===== src/rtl/lgg_pkg.sv =====
// ----------------------------------------------------------------------------
// Linear gradient generator package
// Shared widths, register indexes, control and status types, helpers.
// ----------------------------------------------------------------------------
package lgg_pkg;

    localparam int MAX_DIM   = 4096;
    localparam int FRAC_W    = 16;
    localparam int CH_W      = 8;
    localparam int COLOR_W   = 3 * CH_W;
    localparam int NUM_CH    = 3;
    localparam int SEL_W     = 2;
    localparam int DIM_W     = 13;
    localparam int POS_W     = 12;
    localparam int Q_W       = FRAC_W + 1;
    localparam int DIFF_W    = CH_W + 1;
    localparam int PROD_W    = Q_W + 1 + DIFF_W;
    localparam int STEP_W    = 25;
    localparam int ACC_W     = 24;
    localparam int SUM_W     = ACC_W + 2;
    localparam int CFG_IDX_W = 3;
    localparam int CFG_W     = 24;

    localparam logic [CFG_IDX_W-1:0] REG_START_COLOR   = 3'd0;
    localparam logic [CFG_IDX_W-1:0] REG_END_COLOR     = 3'd1;
    localparam logic [CFG_IDX_W-1:0] REG_IMAGE_WIDTH   = 3'd2;
    localparam logic [CFG_IDX_W-1:0] REG_IMAGE_HEIGHT  = 3'd3;
    localparam logic [CFG_IDX_W-1:0] REG_VERTICAL_MODE = 3'd4;

    typedef struct packed {
        logic             latch;
        logic             advance;
        logic             mul_en;
        logic [SEL_W-1:0] mul_sel;
        logic             load;
    } lgg_cmd_t;

    typedef struct packed {
        logic div_done;
        logic frame_end;
    } lgg_status_t;

    function automatic logic [DIM_W-1:0] clamp_dim(input logic [DIM_W-1:0] d);
        logic [DIM_W-1:0] r;
        begin
            r = d;
            if (d == '0)
            begin
                r = DIM_W'(1);
            end
            else if (d > DIM_W'(MAX_DIM))
            begin
                r = DIM_W'(MAX_DIM);
            end
            return r;
        end
    endfunction

endpackage


===== src/rtl/lgg_div.sv =====
// ----------------------------------------------------------------------------
// Step divider
// Restoring divider forming 65536 / L, one quotient bit per cycle.
// ----------------------------------------------------------------------------
module lgg_div (
    input  logic                       clk,
    input  logic                       rst_n,
    input  logic                       start,
    input  logic [lgg_pkg::DIM_W-1:0]  divisor,
    output logic [lgg_pkg::Q_W-1:0]    quotient,
    output logic                       done
);

    localparam int CNT_W = $clog2(lgg_pkg::Q_W);

    logic                      busy_reg, busy_next;
    logic                      done_reg, done_next;
    logic [CNT_W-1:0]          cnt_reg, cnt_next;
    logic [lgg_pkg::DIM_W-1:0] rem_reg, rem_next;
    logic [lgg_pkg::DIM_W-1:0] dvs_reg, dvs_next;
    logic [lgg_pkg::Q_W-1:0]   q_reg, q_next;
    logic [lgg_pkg::DIM_W:0]   trial;
    logic                      fits;

    always_comb
    begin
        trial = {rem_reg, (cnt_reg == CNT_W'(lgg_pkg::Q_W - 1))};
        fits  = (trial >= {1'b0, dvs_reg});
        busy_next = busy_reg;
        done_next = 1'b0;
        cnt_next  = cnt_reg;
        rem_next  = rem_reg;
        dvs_next  = dvs_reg;
        q_next    = q_reg;
        if (start)
        begin
            busy_next = 1'b1;
            cnt_next  = CNT_W'(lgg_pkg::Q_W - 1);
            rem_next  = '0;
            dvs_next  = divisor;
            q_next    = '0;
        end
        else if (busy_reg)
        begin
            q_next = {q_reg[lgg_pkg::Q_W-2:0], fits};
            if (fits)
            begin
                rem_next = lgg_pkg::DIM_W'(trial - {1'b0, dvs_reg});
            end
            else
            begin
                rem_next = trial[lgg_pkg::DIM_W-1:0];
            end
            if (cnt_reg == '0)
            begin
                busy_next = 1'b0;
                done_next = 1'b1;
            end
            else
            begin
                cnt_next = cnt_reg - CNT_W'(1);
            end
        end
    end

    always_ff @(posedge clk or negedge rst_n)
    begin
        if (!rst_n)
        begin
            busy_reg <= 1'b0;
            done_reg <= 1'b0;
            cnt_reg  <= '0;
        end
        else
        begin
            busy_reg <= busy_next;
            done_reg <= done_next;
            cnt_reg  <= cnt_next;
        end
    end

    always_ff @(posedge clk)
    begin
        rem_reg <= rem_next;
        dvs_reg <= dvs_next;
        q_reg   <= q_next;
    end

    assign quotient = q_reg;
    assign done     = done_reg;

endmodule


===== src/rtl/lgg_datapath.sv =====
// ----------------------------------------------------------------------------
// Gradient datapath
// Configuration registers, frame latches, step multiplier, accumulators
// and pixel counters.
// ----------------------------------------------------------------------------
module lgg_datapath (
    input  logic                           clk,
    input  logic                           rst_n,
    input  logic                           cfg_write,
    input  logic [lgg_pkg::CFG_IDX_W-1:0]  cfg_index,
    input  logic [lgg_pkg::CFG_W-1:0]      cfg_data,
    input  lgg_pkg::lgg_cmd_t              cmd,
    output lgg_pkg::lgg_status_t           status,
    output logic [lgg_pkg::CH_W-1:0]       red,
    output logic [lgg_pkg::CH_W-1:0]       green,
    output logic [lgg_pkg::CH_W-1:0]       blue,
    output logic [lgg_pkg::POS_W-1:0]      column,
    output logic [lgg_pkg::POS_W-1:0]      row
);

    localparam int CH_W   = lgg_pkg::CH_W;
    localparam int DIM_W  = lgg_pkg::DIM_W;
    localparam int POS_W  = lgg_pkg::POS_W;
    localparam int STEP_W = lgg_pkg::STEP_W;
    localparam int ACC_W  = lgg_pkg::ACC_W;
    localparam int SUM_W  = lgg_pkg::SUM_W;
    localparam int DIFF_W = lgg_pkg::DIFF_W;
    localparam int PROD_W = lgg_pkg::PROD_W;
    localparam int FRAC_W = lgg_pkg::FRAC_W;

    logic [lgg_pkg::COLOR_W-1:0] start_color_reg;
    logic [lgg_pkg::COLOR_W-1:0] end_color_reg;
    logic [DIM_W-1:0]            width_cfg_reg;
    logic [DIM_W-1:0]            height_cfg_reg;
    logic                        vertical_cfg_reg;

    logic [DIM_W-1:0]         width_reg, width_next;
    logic [DIM_W-1:0]         height_reg, height_next;
    logic                     vertical_reg, vertical_next;
    logic [CH_W-1:0]          start_reg [lgg_pkg::NUM_CH];
    logic [CH_W-1:0]          start_next [lgg_pkg::NUM_CH];
    logic signed [DIFF_W-1:0] diff_reg [lgg_pkg::NUM_CH];
    logic signed [DIFF_W-1:0] diff_next [lgg_pkg::NUM_CH];
    logic signed [STEP_W-1:0] step_reg [lgg_pkg::NUM_CH];
    logic signed [STEP_W-1:0] step_next [lgg_pkg::NUM_CH];
    logic [ACC_W-1:0]         acc_reg [lgg_pkg::NUM_CH];
    logic [ACC_W-1:0]         acc_next [lgg_pkg::NUM_CH];
    logic [POS_W-1:0]         col_reg, col_next;
    logic [POS_W-1:0]         row_reg, row_next;

    logic [DIM_W-1:0]          width_clamped;
    logic [DIM_W-1:0]          height_clamped;
    logic [lgg_pkg::Q_W-1:0]   quotient;
    logic                      div_done;
    logic signed [PROD_W-1:0]  product;
    logic signed [SUM_W-1:0]   base_sum [lgg_pkg::NUM_CH];
    logic signed [SUM_W-1:0]   step_sum [lgg_pkg::NUM_CH];
    logic [DIM_W-1:0]          col_inc;
    logic [DIM_W-1:0]          row_inc;

    assign width_clamped  = lgg_pkg::clamp_dim(width_cfg_reg);
    assign height_clamped = lgg_pkg::clamp_dim(height_cfg_reg);

    lgg_div u_div (
        .clk      (clk),
        .rst_n    (rst_n),
        .start    (cmd.latch),
        .divisor  (vertical_cfg_reg ? height_clamped : width_clamped),
        .quotient (quotient),
        .done     (div_done)
    );

    always_ff @(posedge clk or negedge rst_n)
    begin
        if (!rst_n)
        begin
            start_color_reg  <= '0;
            end_color_reg    <= '0;
            width_cfg_reg    <= DIM_W'(1);
            height_cfg_reg   <= DIM_W'(1);
            vertical_cfg_reg <= 1'b0;
        end
        else if (cfg_write)
        begin
            case (cfg_index)
                lgg_pkg::REG_START_COLOR:   start_color_reg  <= cfg_data;
                lgg_pkg::REG_END_COLOR:     end_color_reg    <= cfg_data;
                lgg_pkg::REG_IMAGE_WIDTH:   width_cfg_reg    <= cfg_data[DIM_W-1:0];
                lgg_pkg::REG_IMAGE_HEIGHT:  height_cfg_reg   <= cfg_data[DIM_W-1:0];
                lgg_pkg::REG_VERTICAL_MODE: vertical_cfg_reg <= cfg_data[0];
                default:                    ;
            endcase
        end
    end

    assign product = $signed({1'b0, quotient}) * diff_reg[cmd.mul_sel];
    assign col_inc = {1'b0, col_reg} + DIM_W'(1);
    assign row_inc = {1'b0, row_reg} + DIM_W'(1);

    always_comb
    begin
        for (int c = 0; c < lgg_pkg::NUM_CH; c++)
        begin
            base_sum[c] = $signed({2'b00, start_reg[c], {FRAC_W{1'b0}}})
                        + {{(SUM_W-STEP_W){step_reg[c][STEP_W-1]}}, step_reg[c]};
            step_sum[c] = $signed({2'b00, acc_reg[c]})
                        + {{(SUM_W-STEP_W){step_reg[c][STEP_W-1]}}, step_reg[c]};
        end

        width_next    = width_reg;
        height_next   = height_reg;
        vertical_next = vertical_reg;
        col_next      = col_reg;
        row_next      = row_reg;
        for (int c = 0; c < lgg_pkg::NUM_CH; c++)
        begin
            start_next[c] = start_reg[c];
            diff_next[c]  = diff_reg[c];
            step_next[c]  = step_reg[c];
            acc_next[c]   = acc_reg[c];
        end

        if (cmd.latch)
        begin
            width_next    = width_clamped;
            height_next   = height_clamped;
            vertical_next = vertical_cfg_reg;
            for (int c = 0; c < lgg_pkg::NUM_CH; c++)
            begin
                start_next[c] = start_color_reg[(2-c)*CH_W +: CH_W];
                diff_next[c]  = $signed({1'b0, end_color_reg[(2-c)*CH_W +: CH_W]})
                              - $signed({1'b0, start_color_reg[(2-c)*CH_W +: CH_W]});
            end
        end

        if (cmd.mul_en)
        begin
            step_next[cmd.mul_sel] = product[STEP_W-1:0];
        end

        if (cmd.load)
        begin
            col_next = '0;
            row_next = '0;
            for (int c = 0; c < lgg_pkg::NUM_CH; c++)
            begin
                acc_next[c] = base_sum[c][ACC_W-1:0];
            end
        end
        else if (cmd.advance)
        begin
            if (col_inc >= width_reg)
            begin
                col_next = '0;
                row_next = row_inc[POS_W-1:0];
                for (int c = 0; c < lgg_pkg::NUM_CH; c++)
                begin
                    acc_next[c] = vertical_reg ? step_sum[c][ACC_W-1:0]
                                               : base_sum[c][ACC_W-1:0];
                end
            end
            else
            begin
                col_next = col_inc[POS_W-1:0];
                if (!vertical_reg)
                begin
                    for (int c = 0; c < lgg_pkg::NUM_CH; c++)
                    begin
                        acc_next[c] = step_sum[c][ACC_W-1:0];
                    end
                end
            end
        end
    end

    always_ff @(posedge clk or negedge rst_n)
    begin
        if (!rst_n)
        begin
            width_reg    <= DIM_W'(1);
            height_reg   <= DIM_W'(1);
            vertical_reg <= 1'b0;
            col_reg      <= '0;
            row_reg      <= '0;
            for (int c = 0; c < lgg_pkg::NUM_CH; c++)
            begin
                start_reg[c] <= '0;
                diff_reg[c]  <= '0;
                step_reg[c]  <= '0;
                acc_reg[c]   <= '0;
            end
        end
        else
        begin
            width_reg    <= width_next;
            height_reg   <= height_next;
            vertical_reg <= vertical_next;
            col_reg      <= col_next;
            row_reg      <= row_next;
            for (int c = 0; c < lgg_pkg::NUM_CH; c++)
            begin
                start_reg[c] <= start_next[c];
                diff_reg[c]  <= diff_next[c];
                step_reg[c]  <= step_next[c];
                acc_reg[c]   <= acc_next[c];
            end
        end
    end

    assign status.div_done  = div_done;
    assign status.frame_end = (col_inc == width_reg) && (row_inc == height_reg);

    assign red    = acc_reg[0][FRAC_W +: CH_W];
    assign green  = acc_reg[1][FRAC_W +: CH_W];
    assign blue   = acc_reg[2][FRAC_W +: CH_W];
    assign column = col_reg;
    assign row    = row_reg;

endmodule


===== src/rtl/lgg_ctrl.sv =====
// ----------------------------------------------------------------------------
// Gradient controller
// Sequences frame start (divide, multiply, load) and the item handshake.
// ----------------------------------------------------------------------------
module lgg_ctrl (
    input  logic                 clk,
    input  logic                 rst_n,
    input  logic                 in_valid,
    output logic                 in_ready,
    input  logic                 restart,
    output logic                 out_valid,
    input  logic                 out_ready,
    input  lgg_pkg::lgg_status_t status,
    output lgg_pkg::lgg_cmd_t    cmd
);

    localparam logic [1:0] S_IDLE = 2'd0;
    localparam logic [1:0] S_DIV  = 2'd1;
    localparam logic [1:0] S_MUL  = 2'd2;
    localparam logic [1:0] S_LOAD = 2'd3;

    localparam int SEL_W = lgg_pkg::SEL_W;

    logic [1:0]       state_reg, state_next;
    logic [SEL_W-1:0] ch_reg, ch_next;
    logic             out_valid_reg, out_valid_next;
    logic             accept;
    logic             begin_frame;

    assign in_ready    = (state_reg == S_IDLE) && (!out_valid_reg || out_ready);
    assign accept      = in_valid && in_ready;
    assign begin_frame = restart || status.frame_end;

    always_comb
    begin
        state_next     = state_reg;
        ch_next        = ch_reg;
        out_valid_next = out_valid_reg && !out_ready;
        cmd            = '0;
        cmd.mul_sel    = ch_reg;
        case (state_reg)
            S_IDLE:
            begin
                if (accept)
                begin
                    if (begin_frame)
                    begin
                        cmd.latch  = 1'b1;
                        state_next = S_DIV;
                    end
                    else
                    begin
                        cmd.advance    = 1'b1;
                        out_valid_next = 1'b1;
                    end
                end
            end
            S_DIV:
            begin
                if (status.div_done)
                begin
                    ch_next    = '0;
                    state_next = S_MUL;
                end
            end
            S_MUL:
            begin
                cmd.mul_en = 1'b1;
                if (ch_reg == SEL_W'(lgg_pkg::NUM_CH - 1))
                begin
                    state_next = S_LOAD;
                end
                else
                begin
                    ch_next = ch_reg + SEL_W'(1);
                end
            end
            S_LOAD:
            begin
                cmd.load       = 1'b1;
                out_valid_next = 1'b1;
                state_next     = S_IDLE;
            end
            default:
            begin
                state_next = S_IDLE;
            end
        endcase
    end

    always_ff @(posedge clk or negedge rst_n)
    begin
        if (!rst_n)
        begin
            state_reg     <= S_IDLE;
            ch_reg        <= '0;
            out_valid_reg <= 1'b0;
        end
        else
        begin
            state_reg     <= state_next;
            ch_reg        <= ch_next;
            out_valid_reg <= out_valid_next;
        end
    end

    assign out_valid = out_valid_reg;

    a_begin_divides: assert property (@(posedge clk) disable iff (!rst_n)
        accept && begin_frame |=> state_reg == S_DIV)
        else $error("frame start did not enter divide");

    a_advance_emits: assert property (@(posedge clk) disable iff (!rst_n)
        accept && !begin_frame |=> out_valid_reg)
        else $error("advance item produced no pixel");

    a_done_in_div: assert property (@(posedge clk) disable iff (!rst_n)
        status.div_done |-> state_reg == S_DIV)
        else $error("divider finished outside divide state");

    a_load_emits: assert property (@(posedge clk) disable iff (!rst_n)
        cmd.load |=> out_valid_reg && state_reg == S_IDLE)
        else $error("load did not present first pixel");

    a_busy_blocks: assert property (@(posedge clk) disable iff (!rst_n)
        out_valid_reg && !out_ready |-> !in_ready)
        else $error("item taken while pixel still pending");

endmodule


===== src/rtl/linear_gradient_generator.sv =====
// ----------------------------------------------------------------------------
// Linear gradient generator
// Emits one pixel of a linear colour gradient frame, in raster order, per item.
// An advancing item gives its pixel in the cycle after acceptance; throughput 1/cycle while
// out_ready stays high. Frame start (restart, or first item after a frame end) holds off items
// while the bit-serial divider, then the shared step multiplier (one channel at a time) run.
// Reset (asynchronous, active low) clears config to start 0, end 0, size 1x1, horizontal.
// ----------------------------------------------------------------------------
module linear_gradient_generator (
    input  logic                           clk,
    input  logic                           rst_n,
    input  logic                           cfg_write,
    input  logic [lgg_pkg::CFG_IDX_W-1:0]  cfg_index,
    input  logic [lgg_pkg::CFG_W-1:0]      cfg_data,
    input  logic                           in_valid,
    output logic                           in_ready,
    input  logic                           restart,
    output logic                           out_valid,
    input  logic                           out_ready,
    output logic [lgg_pkg::CH_W-1:0]       red,
    output logic [lgg_pkg::CH_W-1:0]       green,
    output logic [lgg_pkg::CH_W-1:0]       blue,
    output logic [lgg_pkg::POS_W-1:0]      column,
    output logic [lgg_pkg::POS_W-1:0]      row,
    output logic                           frame_end
);

    lgg_pkg::lgg_cmd_t    cmd;
    lgg_pkg::lgg_status_t status;

    lgg_ctrl u_ctrl (
        .clk       (clk),
        .rst_n     (rst_n),
        .in_valid  (in_valid),
        .in_ready  (in_ready),
        .restart   (restart),
        .out_valid (out_valid),
        .out_ready (out_ready),
        .status    (status),
        .cmd       (cmd)
    );

    lgg_datapath u_datapath (
        .clk       (clk),
        .rst_n     (rst_n),
        .cfg_write (cfg_write),
        .cfg_index (cfg_index),
        .cfg_data  (cfg_data),
        .cmd       (cmd),
        .status    (status),
        .red       (red),
        .green     (green),
        .blue      (blue),
        .column    (column),
        .row       (row)
    );

    assign frame_end = status.frame_end;

endmodule


===== config.mk =====
export PLATFORM = sky130hd
export DESIGN_NAME = linear_gradient_generator
export DESIGN_NICKNAME = d
export VERILOG_FILES = /design/src/rtl/lgg_pkg.sv /design/src/rtl/lgg_div.sv /design/src/rtl/lgg_datapath.sv /design/src/rtl/lgg_ctrl.sv /design/src/rtl/linear_gradient_generator.sv
export SDC_FILE = /design/constraint.sdc
export NUM_CORES = 1
export LEC_CHECK = 0
export CORE_UTILIZATION = 45
export CTS_BUF_LIST = sky130_fd_sc_hd__clkbuf_8 sky130_fd_sc_hd__clkbuf_16
export DETAILED_ROUTE_END_ITERATION = 10
export DONT_BUFFER_PORTS = 1
export SLEW_MARGIN = 20
export SYNTH_ARGS = -nofsm -noshare
export SYNTH_HDL_FRONTEND = slang
export SYNTH_SLANG_ARGS = --single-unit

===== constraint.sdc =====
create_clock -name clk -period 11.55 [get_ports clk]
set_input_delay 1.7325 -clock clk [delete_from_list [all_inputs] [get_ports clk]]
set_output_delay 1.7325 -clock clk [all_outputs]
set_load 0.01 [all_outputs]

==> run_results.csv, run 1 <==
group,metric,value,unit
setup_path,critPathArrivalTime,7.17,ns
drt,antenna_left,0,
logic_synthesis,syn-num-nets,3176,
global_route,first_global_vias,19716,
timing,rsz0062_at_grt,"no",
logic_synthesis,synth_top_cells_by_area,"dfrtp_1 (31%), ha_1 (9.8%), fa_1 (8.8%), nand2_1 (5.2%), mux2_2 (4.6%)",
clock_tree,cts-resized-gates,0,
drt,vias,19687,
drt,wl,66160,µm
drt,wl_per_cell,18.65,µm
setup_path,critPathKind,"reg2reg",
global_route,grt_first_pass_wirelength,107800,µm
layout,final_common_cell,"nand2_1",
die,initial_core_util,45.71,%
logic_synthesis,synth_top_cell_by_area,"dfrtp_1",
logic_synthesis,syn_area_per_cell,9.371,µm²
timing,finalSetupTns,0,ns
global_route,antenna_found_initial,1,
global_route,grt-busiest-layer,"met2",
die,dieArea,59700,µm²
logic_synthesis,synthAdderAreaFrac,18.59,%
layout,final_util,49.31,%
clock_tree,clk_path_buf_depth,3,
die,pin_count,84,
logic_synthesis,synth_edf_count,13,
logic_synthesis,synth_compound_area_share,14.39,%
hold_path,min_path_type,"reg2reg",
layout,layout_common_cells,"nand2_1 (366), dfrtp_1 (329), ha_1 (207)",
logic_synthesis,seq_area_frac_synth,35.30,%
timing,fin_crit_sh,58.09,%
logic_synthesis,synth_top_family_by_area,"adder cells",
layout,drive_gt1_share,8.774,%
clock_tree,numCtsBuffers,46,
global_route,met2_usage,36.69,%
die,core.rowCount,88,
logic_synthesis,synth_ff_type,"dfrtp_1",
run_status,status,"finished, final reports clean",
timing,hold_viol_final,0,
clock_tree,clk_pin_slew,0.06,ns
logic_synthesis,async_flop_share,88.56,%
placement,portBuffers,0,
clock_tree,clock-root-buffer,"clkbuf_16",
setup_path,r2r_cells,21,
logic_synthesis,yosysUniqueCellTypes,85,
setup_path,critPathCapture,"u_datapath.step_reg[22]",
setup_path,worstPathMaxFanout,17,
layout,final_nets,3099,
logic_synthesis,yosys.area_share.xor_xnor,4.872,%
layout,area_delta_synth_final,7.855,%
timing,worstMarginPinSlew,1.290,ns
setup_path,worstReg2RegStart,"u_ctrl.ch_reg[0]",
timing,relSlewSlack,14.03,%
logic_synthesis,yosys.area.top_type_share,31.16,%
logic_synthesis,synth-simple-area-share,15.87,%
timing,setup_viol,0,
drt,remaining_drc_errors,0,
clock_tree,cts_tree,"yes",
logic_synthesis,netlist_instances,2820,
global_route,grt_use_met1,31.22,%
drt,avgViaCountPerCell,5.550,
timing,fin_crit,6.709,ns
clock_tree,postCtsSetupRepairBufs,0,
timing,fmax,149.0,MHz
die,die_h,244.3,µm
clock_tree,htree_levels,2,
setup_path,endpoint_kind,"register",
global_route,grt.total_usage,22.59,%
timing,finClkSkew,0.02058,ns
drt,drtIter0Drc,1202,
die,coreArea,57810,µm²
setup_path,rrSetupSlack,4.84,ns
flow_run,maxCapViolCount,0,
drt,first_pass_iters,5,
logic_synthesis,synth_mux_area_share,5.895,%
setup_path,worstSetupStartpoint,"u_ctrl.ch_reg[0]",
global_route,grt_max_degree,334,
placement,dp_hpwl,48460,µm
clock_tree,clock-sinks,376,
setup_path,critPathLaunchType,"register",
clock_tree,insertion_delay,0.59,ns
logic_synthesis,synth_seq_cells,376,
layout,largest_register_ffs,72,
clock_tree,cts-hold-fix-buffers,0,
placement,gp_congestion,0.9245,
die,fp.dieW,244.3,µm
logic_synthesis,synth_warnings,0,
timing,maxSlewViolCount,0,
logic_synthesis,synthesis.area,26430,µm²
setup_path,worst_r2r_endpoint,"u_datapath.step_reg[22]",
setup_path,cp_data_required_time,12.01,ns
global_route,grt_use_met3,3.490,%
global_route,grt_overflow,0,
[worst min-delay path by stage]
| stage | from | endpoint | slack, ns | depth (start not counted) |
|---|---|---|---|---|
| 2_1_floorplan | u_datapath.width_reg[0] | u_datapath.width_reg[0] | 0.44 | 2 |
| 3_3_place_gp | u_datapath.width_reg[0] | u_datapath.width_reg[0] | 0.46 | 2 |
| 3_5_place_dp | u_datapath.width_reg[0] | u_datapath.width_reg[0] | 0.46 | 2 |
| 4_1_cts | u_datapath.width_reg[0] | u_datapath.width_reg[0] | 0.47 | 2 |
| 5_1_grt | u_datapath.width_reg[0] | u_datapath.width_reg[0] | 0.48 | 2 |
| 6_report | u_datapath.width_reg[0] | u_datapath.width_reg[0] | 0.47 | 2 |
[cells by family (layout without fill, tap and decap cells)]
group           count (synthesis)  after routing
other cells                     0              1
compound gates                628            628
mux                           142            142
simple gates                  886            886
flops                         376            376
fa+ha+maj                     323            323
buf+inv                       318            279
xor+xnor                      147            147
[cell type report]
class / count / area, µm²
Antenna cell: 1 / 2.502
Clock buffer: 53 / 1247
Clock inverter: 33 / 386.6
Fill cell: 5395 / 29300
Inverter: 171 / 641.9
Multi-Input combinational cell: 2126 / 15770
Sequential cell: 376 / 9329
Tap cell: 765 / 957.2
Timing Repair Buffer: 22 / 165.2
[critical path, stage by stage, from the launching register on]
cell and delay, ns:
dfrtp_1 0.53, inv_1 0.14, nor2_1 0.44, a21oi_1 0.15, buf_4 0.22, or2_2 0.30
fa_1 0.51, fa_1 0.54, inv_1 0.05, fa_1 0.50, fa_1 0.52, fa_1 0.43
ha_1 0.21, or3_1 0.41, nor2_1 0.09, o21ai_0 0.13, a41oi_1 0.43, o211ai_1 0.16
a31o_2 0.26, a21oi_1 0.16, xnor2_1 0.11, mux2_2 0.27
[routing by layer]
layer,vias up,part of all wire [%]
met1,9742,47
met3,92,4.2
met2,340,46
li1,9513,-
met5,-,0
met4,0,2.5
[Yosys cell counts (51+ instances only)]
master and number:
nand2_1 366, dfrtp_1 329, ha_1 207, o21ai_0 201, nor2_1 178, a21oi_1 170, inv_1 169, fa_1 116
mux2_2 108, xnor2_1 96, and2_1 83, clkbuf_1 81, a21o_1 58, xor2_1 51
[stage by stage]
step           setup WS (ns)  instance area [µm²]  hold WS [ns]  std cells
5_1_grt                4.312                28500        0.4792       3546
4_1_cts                4.839                28500        0.4671       3546
6_report               4.841                28500        0.4672       3547
3_3_place_gp           4.974                26860        0.4554       3460
3_5_place_dp           4.833                26860        0.4591       3460
2_1_floorplan          5.302                26430        0.4412       2820
Power of run 1 is left out: the tool's default activity adds up to more than one toggle a clock period on the data nets, which glitch-free logic cannot reach.
==> run 2, diff against run 1 <==
==> constraint.sdc (replaced) <==
create_clock -name clk -period 5.5 [get_ports clk]
set_input_delay 0.825 -clock clk [delete_from_list [all_inputs] [get_ports clk]]
set_output_delay 0.825 -clock clk [all_outputs]
set_load 0.01 [all_outputs]
==> run 2 against run 1 <==
Net effect:
- the run now ends with setup timing left
- flip-flop and latch count unchanged
- sequential share of layout area decreased by 1.5 points
- worst hold slack got worse by 0.40 ns
==> run_results.csv, run 2 (same netlist as run 1, synthesis figures left out) <==
group,metric,value,unit
setup_path,cp_data_required_time,5.96,ns
clock_tree,clk_pin_slew,0.06,ns
die,fp.dieW,244.3,µm
setup_path,endpoint_kind,"register",
timing,maxSlewViolCount,0,
global_route,grt_use_met1,30.21,%
die,pin_count,84,
layout,fillers,5199,
setup_path,worstSetupStartpoint,"u_ctrl.ch_reg[1]",
layout,fin_area,29910,µm²
global_route,grt_overflow,0,
clock_tree,clk_path_buf_depth,3,
clock_tree,insertion_delay,0.60,ns
global_route,grt_use_met3,3.633,%
drt,antenna_left,0,
setup_path,critPathLaunchType,"register",
flow_run,maxCapViolCount,0,
layout,final_common_cell,"nand2_1",
die,initial_core_util,45.71,%
clock_tree,clock-root-buffer,"clkbuf_16",
timing,hold_viol_final,0,
timing,hold-worst-slack,0.06533,ns
layout,area_delta_synth_final,13.18,%
placement,placed_area,27560,µm²
layout,antennaDiodeCount,0,
global_route,met2_usage,37.53,%
timing,fin_crit_sh,106.9,%
timing,worstMarginPinSlew,1.115,ns
layout,layout_common_cells,"nand2_1 (352), dfrtp_1 (328), ha_1 (196)",
clock_tree,cts_tree,"yes",
run_status,violations,"setup timing",
layout,largest_register_ffs,72,
timing,rsz0062_at_grt,"yes",
drt,remaining_drc_errors,0,
hold_path,min_path_type,"in2async",
timing,fmax,170.1,MHz
timing,relSlewSlack,25.37,%
global_route,antenna_found_initial,1,
drt,wl_per_cell,18.33,µm
layout,drive_gt1_share,14.15,%
placement,dp_hpwl,48450,µm
drt,wl,66630,µm
setup_path,critPathArrivalTime,6.34,ns
die,dieArea,59700,µm²
timing,setup_viol,30,
global_route,grt_first_pass_wirelength,107900,µm
clock_tree,htree_levels,2,
global_route,grt_max_degree,334,
clock_tree,numCtsBuffers,46,
setup_path,worstReg2RegStart,"u_ctrl.ch_reg[1]",
drt,first_pass_iters,5,
timing,fin_crit,5.878,ns
die,coreArea,57810,µm²
layout,final_util,51.74,%
run_status,status,"complete, but fails checks",
clock_tree,clock-sinks,376,
setup_path,worstPathMaxFanout,7,
placement,dp_slack,-0.4106,ns
global_route,grt.total_usage,22.42,%
drt,avgViaCountPerCell,5.488,
drt,vias,19948,
global_route,first_global_vias,20176,
global_route,grt-busiest-layer,"met2",
timing,worst_slack,-0.3784,ns
die,core.rowCount,88,
setup_path,critPathKind,"reg2reg",
placement,portBuffers,0,
die,die_h,244.3,µm
layout,final_nets,3190,
drt,drtIter0Drc,1213,
timing,finClkSkew,0.04819,ns
placement,gp_congestion,0.8524,
run 2: cell types whose count changed in the layout (fill, tap and decap cells not counted), sizes merged:
cell / change
clkbuf: +6
diode: -1
inv: +3
buf: +91
bufinv: -3
clkinvlp: +2
clkinv: -10
run 2: final timing paths:
path / cells past startpoint / end / slack (ns)
worst min-delay path: 0 / u_datapath.height_cfg_reg[0] / 0.07
min in group clk: 2 / u_datapath.end_color_reg[1] / 0.34
worst min register to register: 2 / u_datapath.width_reg[0] / 0.47
max in group asynchronous: 1 / u_ctrl.ch_reg[1] / 4.48
worst max register to register: 22 / u_datapath.step_reg[71] / -0.38
worst max-delay path: 22 / u_datapath.step_reg[71] / -0.38
run 2: metal layers:
layer  wire length (µm)  up-vias
met5                  0        -
met4               1494        0
met3               3141       85
met2              31790      339
met1              30200     9851
li1                   -     9673
run 2: worst max-delay path: stages (launching register included):
cell	delay (ns)
dfrtp_2	0.43
buf_12	0.15
nor2_4	0.17
buf_6	0.13
nand2_4	0.05
o21ai_4	0.15
buf_6	0.18
nand2_4	0.05
fa_1	0.55
inv_2	0.05
fa_1	0.52
fa_1	0.44
fa_1	0.49
fa_2	0.37
ha_4	0.17
or3_4	0.36
o21bai_4	0.19
a41o_1	0.26
a211oi_2	0.30
buf_4	0.17
o21bai_4	0.07
xor2_2	0.19
mux2_4	0.28
run 2: layout make-up:
class | instances | area (µm²) | area share [%]
Tap cell | 765 | 957.2 | 3.200
Clock inverter | 25 | 241.5 | 0.8074
Multi-Input combinational cell | 2126 | 16320 | 54.58
Timing Repair Buffer | 113 | 1061 | 3.548
Sequential cell | 376 | 9330 | 31.20
Clock buffer | 59 | 1353 | 4.522
Inverter | 171 | 641.9 | 2.146
run 2: what timing repair did:
| action | 4_1_cts | 5_1_grt |
|---|---|---|
| buffers inserted | 21 | 2 |
| endpoints found under the hold margin | 329 | 109 |
| cloned | 2 | 0 |
| endpoints found under the setup margin | 30 | 32 |
| pin swaps | 55 | 16 |
| gates resized for setup | 75 | 37 |
run 2: through the flow:
stage	setup TNS, ns	instances
2_1_floorplan	-0.08552	2820
3_5_place_dp	-7.975	3527
5_1_grt	-12.25	3635
6_report	-6.995	3635
3_3_place_gp	-4.708	3527
4_1_cts	-5.454	3632
Power of run 2 is left out for the same reason.
==> run 3, diff against run 2 <==
--- a/config.mk
+++ b/config.mk
@@ -5,6 +5,8 @@
 export SDC_FILE = /design/constraint.sdc
 export NUM_CORES = 1
 export LEC_CHECK = 0
+export CORE_ASPECT_RATIO = 1.4
+export CORE_MARGIN = 2
 export CORE_UTILIZATION = 45
 export CTS_BUF_LIST = sky130_fd_sc_hd__clkbuf_8 sky130_fd_sc_hd__clkbuf_16
 export DETAILED_ROUTE_END_ITERATION = 10
==> constraint.sdc (replaced) <==
create_clock -name clk -period 5.5 [get_ports clk]
set_input_delay 0.825 -clock clk [delete_from_list [all_inputs] [get_ports clk]]
set_output_delay 0.825 -clock clk [all_outputs]
set_load 0.02 [all_outputs]
==> run 3 against run 2 <==
Net effect:
- the flow finishes with violations (hold timing, setup timing)
- worst hold slack lost 0.14 ns
- clock skew shrank 0.022 ns
- worst setup slack gained 0.16 ns
- largest cell class unchanged
- global-route usage grew 0.58 points
- clock-buffer cell count shrank 11
- via count grew 0.75%
- cell count shrank 0.88%
- fmax grew 2.8%
- register-to-register slack gained 0.16 ns
- flip-flop and latch count is the same
- die area grew 1.7%
==> run_results.csv, run 3 (same netlist as run 1, synthesis figures left out) <==
group,metric,value,unit
placement,portBuffers,0,
timing,finalSetupTns,-2.414,ns
die,dieArea,60700,µm²
clock_tree,clk_pin_slew,0.07,ns
timing,setup_viol,22,
layout,antennaDiodeCount,0,
global_route,grt_max_degree,334,
layout,ff_latch_area,9330,µm²
layout,multi_input_area,16190,µm²
layout,fillers,5408,
timing,worstMarginPinSlew,1.221,ns
placement,dp_hpwl,52360,µm
drt,dr.max_layer_used,"met4",
die,coreArea,58330,µm²
setup_path,worstSetupStartpoint,"u_ctrl.ch_reg[1]",
run_status,status,"complete, but fails checks",
timing,maxSlewViolCount,0,
global_route,grt_overflow,0,
drt,first_pass_iters,5,
placement,dp_cells,3514,
timing,hold_viol_final,21,
die,die_h,290.7,µm
drt,wl_per_cell,19.21,µm
drt,remaining_drc_errors,0,
placement,gp_congestion,0.8892,
drt,wl_met3,2992,µm
global_route,antenna_found_initial,0,
die,core.rowCount,105,
die,initial_core_util,45.30,%
die,fp.dieW,208.8,µm
clock_tree,htree_levels,2,
flow_run,maxCapViolCount,0,
placement,placed_area,27630,µm²
setup_path,endpoint_kind,"register",
setup_path,worstReg2RegStart,"u_ctrl.ch_reg[1]",
drt,avgViaCountPerCell,5.578,
timing,worst_slack,-0.2190,ns
setup_path,critPathKind,"reg2reg",
timing,fmax,174.9,MHz
setup_path,cp_data_required_time,5.97,ns
hold_path,min_path_type,"in2async",
timing,rsz0062_at_grt,"yes",
timing,finClkSkew,0.02635,ns
drt,antenna_left,0,
run_status,violations,"hold timing, setup timing",
layout,area_delta_synth_final,11.51,%
drt,vias,20097,
setup_path,critPathLaunchType,"register",
die,pin_count,84,
clock_tree,clock-sinks,376,
clock_tree,clk_path_buf_depth,3,
clock_tree,clock-root-buffer,"clkbuf_16",
layout,final_nets,3177,
setup_path,worstPathMaxFanout,6,
global_route,grt.total_usage,23.00,%
timing,hold-worst-slack,-0.07486,ns
drt,met1_length,27190,µm
drt,drtIter0Drc,1064,
layout,layout_common_cells,"nand2_1 (352), dfrtp_1 (328), ha_1 (200)",
timing,fin_crit,5.719,ns
clock_tree,insertion_delay,0.59,ns
timing,fin_crit_sh,104.0,%
layout,largest_register_ffs,72,
global_route,first_global_vias,20665,
drt,met2_length,34890,µm
layout,fin_area,29470,µm²
setup_path,critPathArrivalTime,6.19,ns
timing,relSlewSlack,18.60,%
global_route,grt_first_pass_wirelength,110800,µm
layout,drive_gt1_share,13.59,%
layout,fin_cells,3603,
clock_tree,cts_tree,"yes",
layout,final_common_cell,"nand2_1",
drt,wl,69200,µm
clock_tree,numCtsBuffers,41,
run 3: changes by cell type in the layout (fill, tap and decap cells not counted), sizes merged:
cell      delta
buf          -9
bufinv       -2
clkbuf      -10
clkinvlp     +2
clkinv       +2
inv          +1
run 3: routing by layer:
| metal | GRT usage (%) | vias up |
|---|---|---|
| li1 | - | 9627 |
| met1 | 26.28 | 9881 |
| met2 | 40.78 | 427 |
| met3 | 3.890 | 162 |
| met4 | 12.56 | 0 |
| met5 | 0 | - |
run 3: timing repair:
item / CTS / global route
endpoints found under the hold margin: 329 / 264
buffers inserted: 7 / 5
setup endpoints to repair: 30 / 36
pin swaps: 24 / 21
cloned: 1 / 1
resized for setup: 25 / 57
run 3: final cells by class:
cell class | count | share of cell area, %
multi-input combinational | 2126 | 54.93
sequential | 376 | 31.66
clock buffer | 48 | 3.847
timing repair buffer | 105 | 3.355
tap | 749 | 3.180
inverter | 171 | 2.178
clock inverter | 28 | 0.8408
run 3: worst max-delay path: stages, from the launching register on:
cell	delay [ns]
dfrtp_2	0.44
buf_12	0.15
mux2i_2	0.16
o21ai_4	0.28
buf_6	0.15
nand2_2	0.06
fa_1	0.59
inv_2	0.05
fa_1	0.48
fa_1	0.57
fa_1	0.44
fa_2	0.37
ha_4	0.17
or3_4	0.34
o21bai_4	0.18
a41o_1	0.27
a211oi_2	0.26
buf_4	0.17
o21bai_4	0.06
xor2_2	0.16
mux2_2	0.28
run 3: path summary, 6_finish.rpt:
path                                                       to  slack, ns  depth (start not counted)
worst min-delay path                        u_datapath.red[2]      -0.07                          0
worst max-delay path                  u_datapath.step_reg[21]      -0.22                         20
min in group clk                u_datapath.start_color_reg[3]       0.35                          2
max in group asynchronous                   u_datapath.row[7]       4.58                          0
worst min register to register        u_datapath.width_reg[0]       0.47                          2
worst max register to register        u_datapath.step_reg[21]      -0.22                         20
run 3: through the flow:
| step | worst slack [ns] | hold WS [ns] | utilization [%] |
|---|---|---|---|
| 2_1_floorplan | -0.02246 | 0.4412 | - |
| 3_3_place_gp | -0.1719 | 0.4563 | 47.36 |
| 3_5_place_dp | -0.2582 | 0.4609 | 47.36 |
| 4_1_cts | -0.1523 | -0.08339 | 49.99 |
| 5_1_grt | -0.3690 | -0.09942 | 50.51 |
| 6_report | -0.2190 | -0.07486 | 50.51 |
Power of run 3 is left out for the same reason.
